### src/hw/rtl/keyword_class_detector_assert.svh
// Assertion macros for the keyword class detector.
// Used by the front and back modules; no other dependencies.
`ifndef KEYWORD_CLASS_DETECTOR_ASSERT_SVH
`define KEYWORD_CLASS_DETECTOR_ASSERT_SVH
// Implication checked on every edge outside reset.
`define KCD_ASSERT_IMP(label, clk, rst_n, pre, post) \
    label: assert property (@(posedge clk) disable iff (!rst_n) (pre) |-> (post)) \
        else $error("assertion failed");
// Next-cycle implication checked outside reset.
`define KCD_ASSERT_NEXT(label, clk, rst_n, pre, post) \
    label: assert property (@(posedge clk) disable iff (!rst_n) (pre) |=> (post)) \
        else $error("assertion failed");
`endif

### src/hw/rtl/kcd_pkg.sv
// Package for the keyword class detector: types, phrase table, constants.
// No dependencies.
`default_nettype none
package kcd_pkg;
    localparam int WINDOW_BYTES_DEF = 18;
    localparam int PHRASE_COUNT = 52;
    localparam int PHRASE_MAX = 17;
    localparam int SEEN_MAX = 31;
    localparam int QUEUE_DEPTH = 2;

    typedef enum logic [1:0] {
        KIND_NEGATOR = 2'd0,
        KIND_ACHIEVE = 2'd1,
        KIND_MILESTONE = 2'd2,
        KIND_UPBEAT = 2'd3
    } t_kind;

    localparam logic [1:0] WIN_NONE = 2'd0;
    localparam logic [1:0] WIN_ACHIEVE = 2'd1;
    localparam logic [1:0] WIN_MILESTONE = 2'd2;
    localparam logic [1:0] WIN_UPBEAT = 2'd3;
    localparam logic [6:0] CONF_ACHIEVE = 7'd85;
    localparam logic [6:0] CONF_MILESTONE = 7'd70;
    localparam logic [6:0] CONF_UPBEAT = 7'd75;

    // Classified message summary handed from front to back.
    typedef struct packed {
        logic negator;
        logic achieve;
        logic milestone;
        logic upbeat;
    } t_flags;

    typedef struct packed {
        logic       is_win;
        logic [1:0] win_kind;
        logic [6:0] confidence_pct;
    } t_result;

    typedef logic [PHRASE_MAX*8-1:0] t_text;

    // Phrase text, first character in the low byte.
    function automatic t_text phrase_text(input int idx);
        string s;
        t_text t;
        case (idx)
            0: s = "didn't"; 1: s = "did not"; 2: s = "not "; 3: s = "no longer";
            4: s = "couldn't"; 5: s = "could not"; 6: s = "failed"; 7: s = "won't";
            8: s = "wasn't"; 9: s = "isn't"; 10: s = "can't"; 11: s = "unfortunately";
            12: s = "rejected"; 13: s = "denied"; 14: s = "fell through"; 15: s = "lost";
            16: s = "cancelled"; 17: s = "canceled";
            18: s = "i did it"; 19: s = "i finished"; 20: s = "i shipped";
            21: s = "i passed"; 22: s = "i got the job"; 23: s = "i landed";
            24: s = "i nailed"; 25: s = "i completed"; 26: s = "i won";
            27: s = "we shipped"; 28: s = "we launched"; 29: s = "got promoted";
            30: s = "got accepted"; 31: s = "got in"; 32: s = "aced"; 33: s = "graduated";
            34: s = "anniversary"; 35: s = "first time"; 36: s = "years together";
            37: s = "years sober"; 38: s = "milestone"; 39: s = "100th"; 40: s = "1000th";
            41: s = "one year"; 42: s = "ten years"; 43: s = "big day";
            44: s = "great news"; 45: s = "good news"; 46: s = "excited to share";
            47: s = "guess what"; 48: s = "amazing news"; 49: s = "wonderful news";
            50: s = "so excited"; 51: s = "thrilled to share";
            default: s = "";
        endcase
        t = '0;
        for (int k = 0; k < PHRASE_MAX; k++) begin
            if (k < s.len()) t[k*8 +: 8] = s[k];
        end
        return t;
    endfunction

    function automatic int phrase_len(input int idx);
        t_text t;
        int n;
        t = phrase_text(idx);
        n = 0;
        for (int k = 0; k < PHRASE_MAX; k++) begin
            if (t[k*8 +: 8] != 8'd0) n = k + 1;
        end
        return n;
    endfunction

    function automatic t_kind phrase_kind(input int idx);
        if (idx < 18) return KIND_NEGATOR;
        else if (idx < 34) return KIND_ACHIEVE;
        else if (idx < 44) return KIND_MILESTONE;
        else return KIND_UPBEAT;
    endfunction

    function automatic logic is_alnum(input logic [7:0] c);
        return (c >= 8'h30 && c <= 8'h39) || (c >= 8'h61 && c <= 8'h7a) ||
               (c >= 8'h41 && c <= 8'h5a);
    endfunction

    function automatic logic [7:0] to_lower(input logic [7:0] c);
        return (c >= 8'h41 && c <= 8'h5a) ? c + 8'd32 : c;
    endfunction
endpackage
`default_nettype wire

### src/hw/rtl/kcd_back.sv
// Back part: flag queue, priority resolve and output register.
// Depends on kcd_pkg and the assertion macro header.
`default_nettype none
`include "keyword_class_detector_assert.svh"
module kcd_back import kcd_pkg::*; (
    input  wire logic i_clk,
    input  wire logic i_rst_n,
    input  wire logic i_flag_valid,
    input  t_flags    i_flags,
    output logic      o_flag_ready,
    output logic      o_valid,
    output t_result   o_result,
    input  wire logic i_ready
);
    t_flags r_q [QUEUE_DEPTH];
    logic r_wp, r_rp;
    logic [1:0] r_cnt, n_cnt;
    logic r_ov;
    t_result r_res, n_res;
    t_flags head;
    logic push, pop, load;

    assign o_flag_ready = (r_cnt != 2'(QUEUE_DEPTH));
    assign push = i_flag_valid && o_flag_ready;
    assign load = (!r_ov || i_ready);
    assign pop = (r_cnt != 2'd0) && load;
    assign head = r_q[r_rp];

    always_comb begin
        n_res = '0;
        if (!head.negator) begin
            if (head.achieve) n_res = '{1'b1, WIN_ACHIEVE, CONF_ACHIEVE};
            else if (head.milestone) n_res = '{1'b1, WIN_MILESTONE, CONF_MILESTONE};
            else if (head.upbeat) n_res = '{1'b1, WIN_UPBEAT, CONF_UPBEAT};
        end
        n_cnt = r_cnt + 2'(push) - 2'(pop);
    end

    always_ff @(posedge i_clk) begin
        if (push) r_q[r_wp] <= i_flags;
        if (pop) r_res <= n_res;
    end

    always_ff @(posedge i_clk) begin
        if (!i_rst_n) begin
            r_wp <= 1'b0;
            r_rp <= 1'b0;
            r_cnt <= '0;
            r_ov <= 1'b0;
        end else begin
            if (push) r_wp <= !r_wp;
            if (pop) r_rp <= !r_rp;
            r_cnt <= n_cnt;
            if (load) r_ov <= pop;
        end
    end

    assign o_valid = r_ov;
    assign o_result = r_res;

    `KCD_ASSERT_IMP(a_cnt_bound, i_clk, i_rst_n, 1'b1, r_cnt <= 2'd2)
    `KCD_ASSERT_IMP(a_win_consistent, i_clk, i_rst_n, r_ov, r_res.is_win == (r_res.win_kind != WIN_NONE))
    `KCD_ASSERT_NEXT(a_hold_stall, i_clk, i_rst_n, r_ov && !i_ready, r_ov && $stable(r_res))
endmodule
`default_nettype wire

### config.mk
export PLATFORM = sky130hd
export DESIGN_NAME = kcd_back
export DESIGN_NICKNAME = d
export VERILOG_FILES = /design/src/hw/rtl/kcd_pkg.sv /design/src/hw/rtl/kcd_back.sv
export VERILOG_INCLUDE_DIRS = /design/src /design/src/hw/rtl
export SDC_FILE = /design/constraint.sdc
export NUM_CORES = 1
export LEC_CHECK = 0
export ABC_CLOCK_PERIOD_IN_PS = 1210
export BUFFER_PORTS_ARGS = -buffer_cell sky130_fd_sc_hd__clkbuf_2
export CAP_MARGIN = 20
export CORE_ASPECT_RATIO = 1.4
export CORE_MARGIN = 8
export CORE_UTILIZATION = 46
export DETAILED_ROUTE_END_ITERATION = 8
export PLACE_DENSITY_LB_ADDON = 0.15
export SLEW_MARGIN = 20
export SYNTH_ARGS = -nofsm -noshare
export SYNTH_HDL_FRONTEND = slang
export SYNTH_SLANG_ARGS = --single-unit
export TNS_END_PERCENT = 100
### constraint.sdc
create_clock -name i_clk -period 1.21 [get_ports i_clk]
set_input_delay 0 -clock i_clk [delete_from_list [all_inputs] [get_ports i_clk]]
set_output_delay 0 -clock i_clk [all_outputs]
set_load 0.02 [all_outputs]
==> out/qor.csv, run 1 <==
metric,value,unit
outcome,"complete, but fails checks",
violations,setup timing,
pwr-share-clk,19.3,%
p_leak,0.471,nW
cp-start-kind,register,
gp_congestion,0.829,
hp-start,i_ready,
cts.root.buffer_cell,clkbuf_4,
hpwl,1210,microns
netlist_instances,77,
fin_util,64.9,%
grt_max_degree,13,
rsz0062_at_grt,true,
core_area,0.00178,sq mm
p_seq_share,42.8,%
grt_util_all_layers,9.53,%
p_int,1.82,mW
grt_pass1_vias,607,
syn_area_per_cell,11.4,sq um
period_minus_slack,1.28,ns
yosysMostFrequentCell,edfxtp_1,
reg2reg_depth,7,
dp_cells,116,
post_cts_buffers,0,
antenna_found_initial,0,
crit_type,reg -> reg,
design_area,0.00115,sq mm
hold_viol,0,
path_clk_slew,0.11,ns
grt_pass1_wl,2550,microns
fin_setup_tns,-0.136,ns
final_cells,125,
hold_path.class,in -> reg,
htree_levels,1,
yosysTopAreaCellShare,47.8,%
portBuffers,18,
worstHoldPathCells,3,
r2r_slack,-0.07,ns
finalCritPeriodShare,106,%
p_sw_share,34.6,%
synthTopCellsByArea,"edfxtp_1, dfxtp_1, nor2_1, and2_1, buf_4",
max_freq,782,MHz
syn-num-nets,86,
drt-vias-per-instance,5.34,
ys_warn_count,0,
start_util,49.4,%
drv_slew,0,
area_growth,31.3,%
cap_violations,0,
r2r_start,o_valid$_SDFFE_PN0P_,
worst_ep_required_time,1.42,ns
drive_gt1_share,37.1,%
fin_skew,0.00134,ns
num_antenna_cells,0,
vias,667,
r2r_end,r_cnt[1]$_SDFF_PN0_,
synth_seq_area_share,61.5,%
fin_nets,115,
die_area,0.00359,sq mm
async_flop_share,0,%
switchingPower,0.962,mW
finalSetupViolations,2,
cts_tree,built,
synth_commonest_cells,"edfxtp_1, nor2_1, dfxtp_1",
synth_top_cell_by_area,edfxtp_1,
avgRoutedWirePerCell,12.6,microns
syn_area,880,sq um
clk_latency,0.30,ns
dieHeight,67.7,microns
power_density,2410,mW/mm^2
pin_count,20,
drt-total-wl,1570,microns
synth-seq-cells,20,
final_antenna_net_count,0,
numCtsBuffers,3,
drtIter0Drc,19,
drc,0,
synth_ff_type,edfxtp_1,
setup_ws,-0.0680,ns
placed_area,0.00102,sq mm
synth_edf_count,14,
cp_max_fo,3,
hold_path_end,o_valid$_SDFFE_PN0P_,
place_ws,-0.0644,ns
worst-endpoint-arrival,1.49,ns
cp-end-kind,register,
die_x,53.0,microns
nFillCells,145,
first_pass_iters,5,
vdd_drop_max,1.37,mV
overflow,0,
pwr-share-comb,37.9,%
cts_buffer_depth,2,
synth_cell_types,30,
rows,18,
clkSinkCount,20,
[area by class of cell]
type | instances | area [sq um] | area share [%]
flip-flops and latches | 20 | 546 | 47.2
multi-input cells | 50 | 335 | 29.0
repair buffers | 29 | 189 | 16.4
clock inverters | 1 | 30.0 | 2.60
well taps | 20 | 25.0 | 2.17
clock buffers | 3 | 22.5 | 1.95
inverters | 2 | 7.51 | 0.650
[worst max-delay path, stage by stage (launching register included)]
cell	delay, ns
dfxtp_4	0.38
nor2b_4	0.15
a21oi_2	0.05
nor2_1	0.09
nor2_1	0.06
ha_2	0.17
and3_1	0.14
o21a_1	0.15
[power groups by stage]
stage / Clock, mW / Sequential [mW] / Combinational, mW
final: 0.537 / 1.19 / 1.05
after global routing: 0.573 / 1.23 / 1.14
after CTS: 0.550 / 1.17 / 1.01
after detailed placement: 0 / 1.19 / 0.986
after global placement: 0 / 1.18 / 0.967
after floorplan: 0 / 1.29 / 0.581
[metrics by stage]
| step | hold WS (ns) | power, mW |
|---|---|---|
| finish | 0.0486 | 2.78 |
| global route | 0.0624 | 2.94 |
| CTS | 0.0815 | 2.73 |
| detailed placement | 0.192 | 2.18 |
| global placement | 0.189 | 2.14 |
| floorplan | 0.0989 | 1.87 |
[layer usage]
| layer | GRT usage, % | part of all wire [%] | routed length [microns] |
|---|---|---|---|
| met2 | 15.7 | 48 | 760 |
| met5 | 0 | 0 | 0 |
| met3 | 3.08 | 9.0 | 141 |
| met1 | 9.75 | 40 | 635 |
| met4 | 6.82 | 2.2 | 34 |
[how the worst max path moves through the flow]
stage	startpoint	end
floorplan	o_valid$_SDFFE_PN0P_	r_cnt[1]$_SDFF_PN0_
global placement	o_valid$_SDFFE_PN0P_	r_cnt[1]$_SDFF_PN0_
detailed placement	o_valid$_SDFFE_PN0P_	r_cnt[0]$_SDFF_PN0_
CTS	o_valid$_SDFFE_PN0P_	r_cnt[0]$_SDFF_PN0_
global route	o_valid$_SDFFE_PN0P_	r_cnt[1]$_SDFF_PN0_
finish	o_valid$_SDFFE_PN0P_	r_cnt[1]$_SDFF_PN0_
[layout by cell type, fill, tap and decap left out, drive strengths merged, types with 2 or more instances in the layout]
cell	synthesis	routed
nand2b	2	2
inv	2	2
clkbuf	0	21
nand2	2	2
a21oi	5	5
buf	5	6
nor3	3	3
and3	2	2
nor2b	2	2
o31ai	2	2
dlygate4sd3	0	5
dfxtp	6	6
nor2	10	10
edfxtp	14	14
and2	5	5
o211ai	2	2
o21ai	3	3
nand3	2	2
[flip-flops by register name, indices dropped and copies added, names as in the netlist, named ones only]
name,cells
r_wp,1
r_rp,1
o_valid,1
r_q,8
o_result,6
r_cnt,2
[cells by family after synthesis]
| group | synth area share, % |
|---|---|
| and+or+nand+nor | 17.2 |
| DFF | 61.5 |
| AOI/OAI and AO/OA | 12.7 |
| buffers and inverters | 4.84 |
| xor gates and xnor gates | 1.99 |
| adders and majority gates | 1.42 |
| other | 0.426 |
[what timing repair did]
item / 4_1_cts / 5_1_grt
setup endpoints to repair: 2 / 17
pin swaps: 2 / 0
resized for setup: 2 / 7
hold endpoints to repair: 14 / 0
hold buffers: 5 / 0
Note: power is estimated with default switching activity, not from simulation.
==> run 2: changes to the inputs <==
--- a/config.mk
+++ b/config.mk
@@ -7,12 +7,11 @@
 export NUM_CORES = 1
 export LEC_CHECK = 0
 export ABC_CLOCK_PERIOD_IN_PS = 1210
-export BUFFER_PORTS_ARGS = -buffer_cell sky130_fd_sc_hd__clkbuf_2
 export CAP_MARGIN = 20
-export CORE_ASPECT_RATIO = 1.4
 export CORE_MARGIN = 8
-export CORE_UTILIZATION = 46
+export CORE_UTILIZATION = 49
 export DETAILED_ROUTE_END_ITERATION = 8
+export DONT_BUFFER_PORTS = 1
 export PLACE_DENSITY_LB_ADDON = 0.15
 export SLEW_MARGIN = 20
 export SYNTH_ARGS = -nofsm -noshare
==> out/qor.csv, run 2 (synthesis gave the netlist of run 1 again) <==
metric,value,unit
cp-start-kind,register,
largest_reg_flops,8,
dieHeight,58.4,microns
switchingPower,0.903,mW
final_antenna_net_count,0,
crit_type,reg -> reg,
p_seq_share,50.6,%
fin_util,65.6,%
overflow,0,
vdd_drop_max,1.38,mV
hold_viol,0,
cp_max_fo,3,
pwr-share-comb,29.7,%
mostFrequentLayoutCells,"edfxtp_1, buf_4, nor2_1",
final_cells,119,
cp-end-kind,register,
finalSetupViolations,2,
start_util,51.5,%
pwr-share-clk,19.7,%
path_clk_slew,0.11,ns
worstHoldPathCells,2,
grt_util_all_layers,9.58,%
grt_pass1_wl,2500,microns
cts.root.buffer_cell,clkbuf_4,
reg2reg_depth,7,
p_sw_share,33.6,%
power_density,2400,mW/mm^2
grt_max_degree,13,
pin_count,20,
drive_gt1_share,25.5,%
gp_congestion,0.761,
rows,15,
final_common_cell,edfxtp_1,
die_x,58.4,microns
cts_tree,built,
antenna_found_initial,0,
drtIter0Drc,13,
worst-endpoint-arrival,1.47,ns
drt-total-wl,1480,microns
cap_violations,0,
setup_ws,-0.0667,ns
drc,0,
area_growth,27.5,%
grt_pass1_vias,605,
avgRoutedWirePerCell,12.4,microns
core_area,0.00171,sq mm
outcome,"complete, but fails checks",
vias,611,
nFillCells,133,
clkSinkCount,20,
hold_path.class,in -> reg,
drv_slew,0,
clk_latency,0.29,ns
finalCritPeriodShare,106,%
p_int,1.78,mW
numCtsBuffers,3,
hpwl,1070,microns
violations,setup timing,
max_freq,783,MHz
drt-vias-per-instance,5.13,
period_minus_slack,1.28,ns
rsz0062_at_grt,true,
worst_ep_required_time,1.41,ns
fin_skew,0.00526,ns
die_area,0.00341,sq mm
portBuffers,0,
htree_levels,1,
regMostFlops,r_q,
p_leak,0.427,nW
dp_cells,107,
num_antenna_cells,0,
cts_buffer_depth,2,
first_pass_iters,4,
fin_nets,104,
-- run 2: cell types whose count changed in the layout (fill, tap and decap cells not counted), moves of 2 or more --
| cell | change |
|---|---|
| buf_4 | +6 |
| clkbuf_2 | -18 |
| nor2_1 | +2 |
| nor2_2 | -2 |
-- run 2: final cells by class --
cell class / count / area (sq um) / area share, %
sequential: 20 / 544 / 48.5
multi-input combinational: 50 / 332 / 29.6
timing repair buffer: 18 / 154 / 13.7
tap: 25 / 31.3 / 2.79
clock inverter: 1 / 30.0 / 2.68
clock buffer: 3 / 22.5 / 2.01
inverter: 2 / 7.51 / 0.670
-- run 2: metal layers --
| layer | vias to the layer above | wire (microns) | part of all wire, % | global-route usage (%) |
|---|---|---|---|---|
| met4 | 0 | 29 | 2.0 | 5.94 |
| met1 | 283 | 655 | 44 | 9.82 |
| met3 | 4 | 92 | 6.2 | 3.91 |
| met2 | 19 | 704 | 48 | 15.9 |
| li1 | 305 | - | - | - |
| met5 | - | 0 | 0 | 0 |
-- run 2: power groups by stage --
| stage | Clock, mW | Sequential (mW) | Combinational, mW |
|---|---|---|---|
| 2_1_floorplan | 0 | 1.29 | 0.581 |
| 3_3_place_gp | 0 | 1.36 | 0.693 |
| 3_5_place_dp | 0 | 1.37 | 0.703 |
| 4_1_cts | 0.541 | 1.36 | 0.743 |
| 5_1_grt | 0.567 | 1.39 | 0.905 |
| 6_report | 0.529 | 1.36 | 0.797 |
-- run 2: path summary, 6_finish.rpt --
path / start / endpoint / slack (ns)
max: o_valid$_SDFFE_PN0P_ / r_cnt[1]$_SDFF_PN0_ / -0.07
max reg2reg: o_valid$_SDFFE_PN0P_ / r_cnt[1]$_SDFF_PN0_ / -0.07
min reg2reg: o_valid$_SDFFE_PN0P_ / o_valid$_SDFFE_PN0P_ / 0.54
min: i_flag_valid / r_q[0][3]$_DFFE_PP_ / 0.06
-- run 2: stage by stage --
step,worst slack (ns),TNS (ns),cell area (sq um),total power [mW],hold slack [ns]
after CTS,-0.0779,-0.119,1090,2.64,0.0299
after detailed placement,-0.0658,-0.0981,967,2.07,0.0990
final,-0.0667,-0.0984,1120,2.69,0.0550
after floorplan,-0.0737,-0.107,896,1.87,0.0989
after global placement,-0.0296,-0.0469,967,2.05,0.0990
after global routing,-0.154,-0.292,1120,2.87,0.0560
-- run 2: what timing repair did --
item                       CTS  global route
hold buffers                 6             0
resized for setup            2             4
pin swaps                    1             0
hold endpoints to repair    14             0
setup buffers                0             2
setup endpoints to repair    2            14
-- run 2: worst max-delay path, cell delays in order, from the launching register on --
cell     delay (ns)
dfxtp_4        0.38
nor2b_4        0.14
a21oi_1        0.06
nor2_1         0.09
nor2_1         0.05
ha_2           0.18
and3_4         0.14
o21a_1         0.15
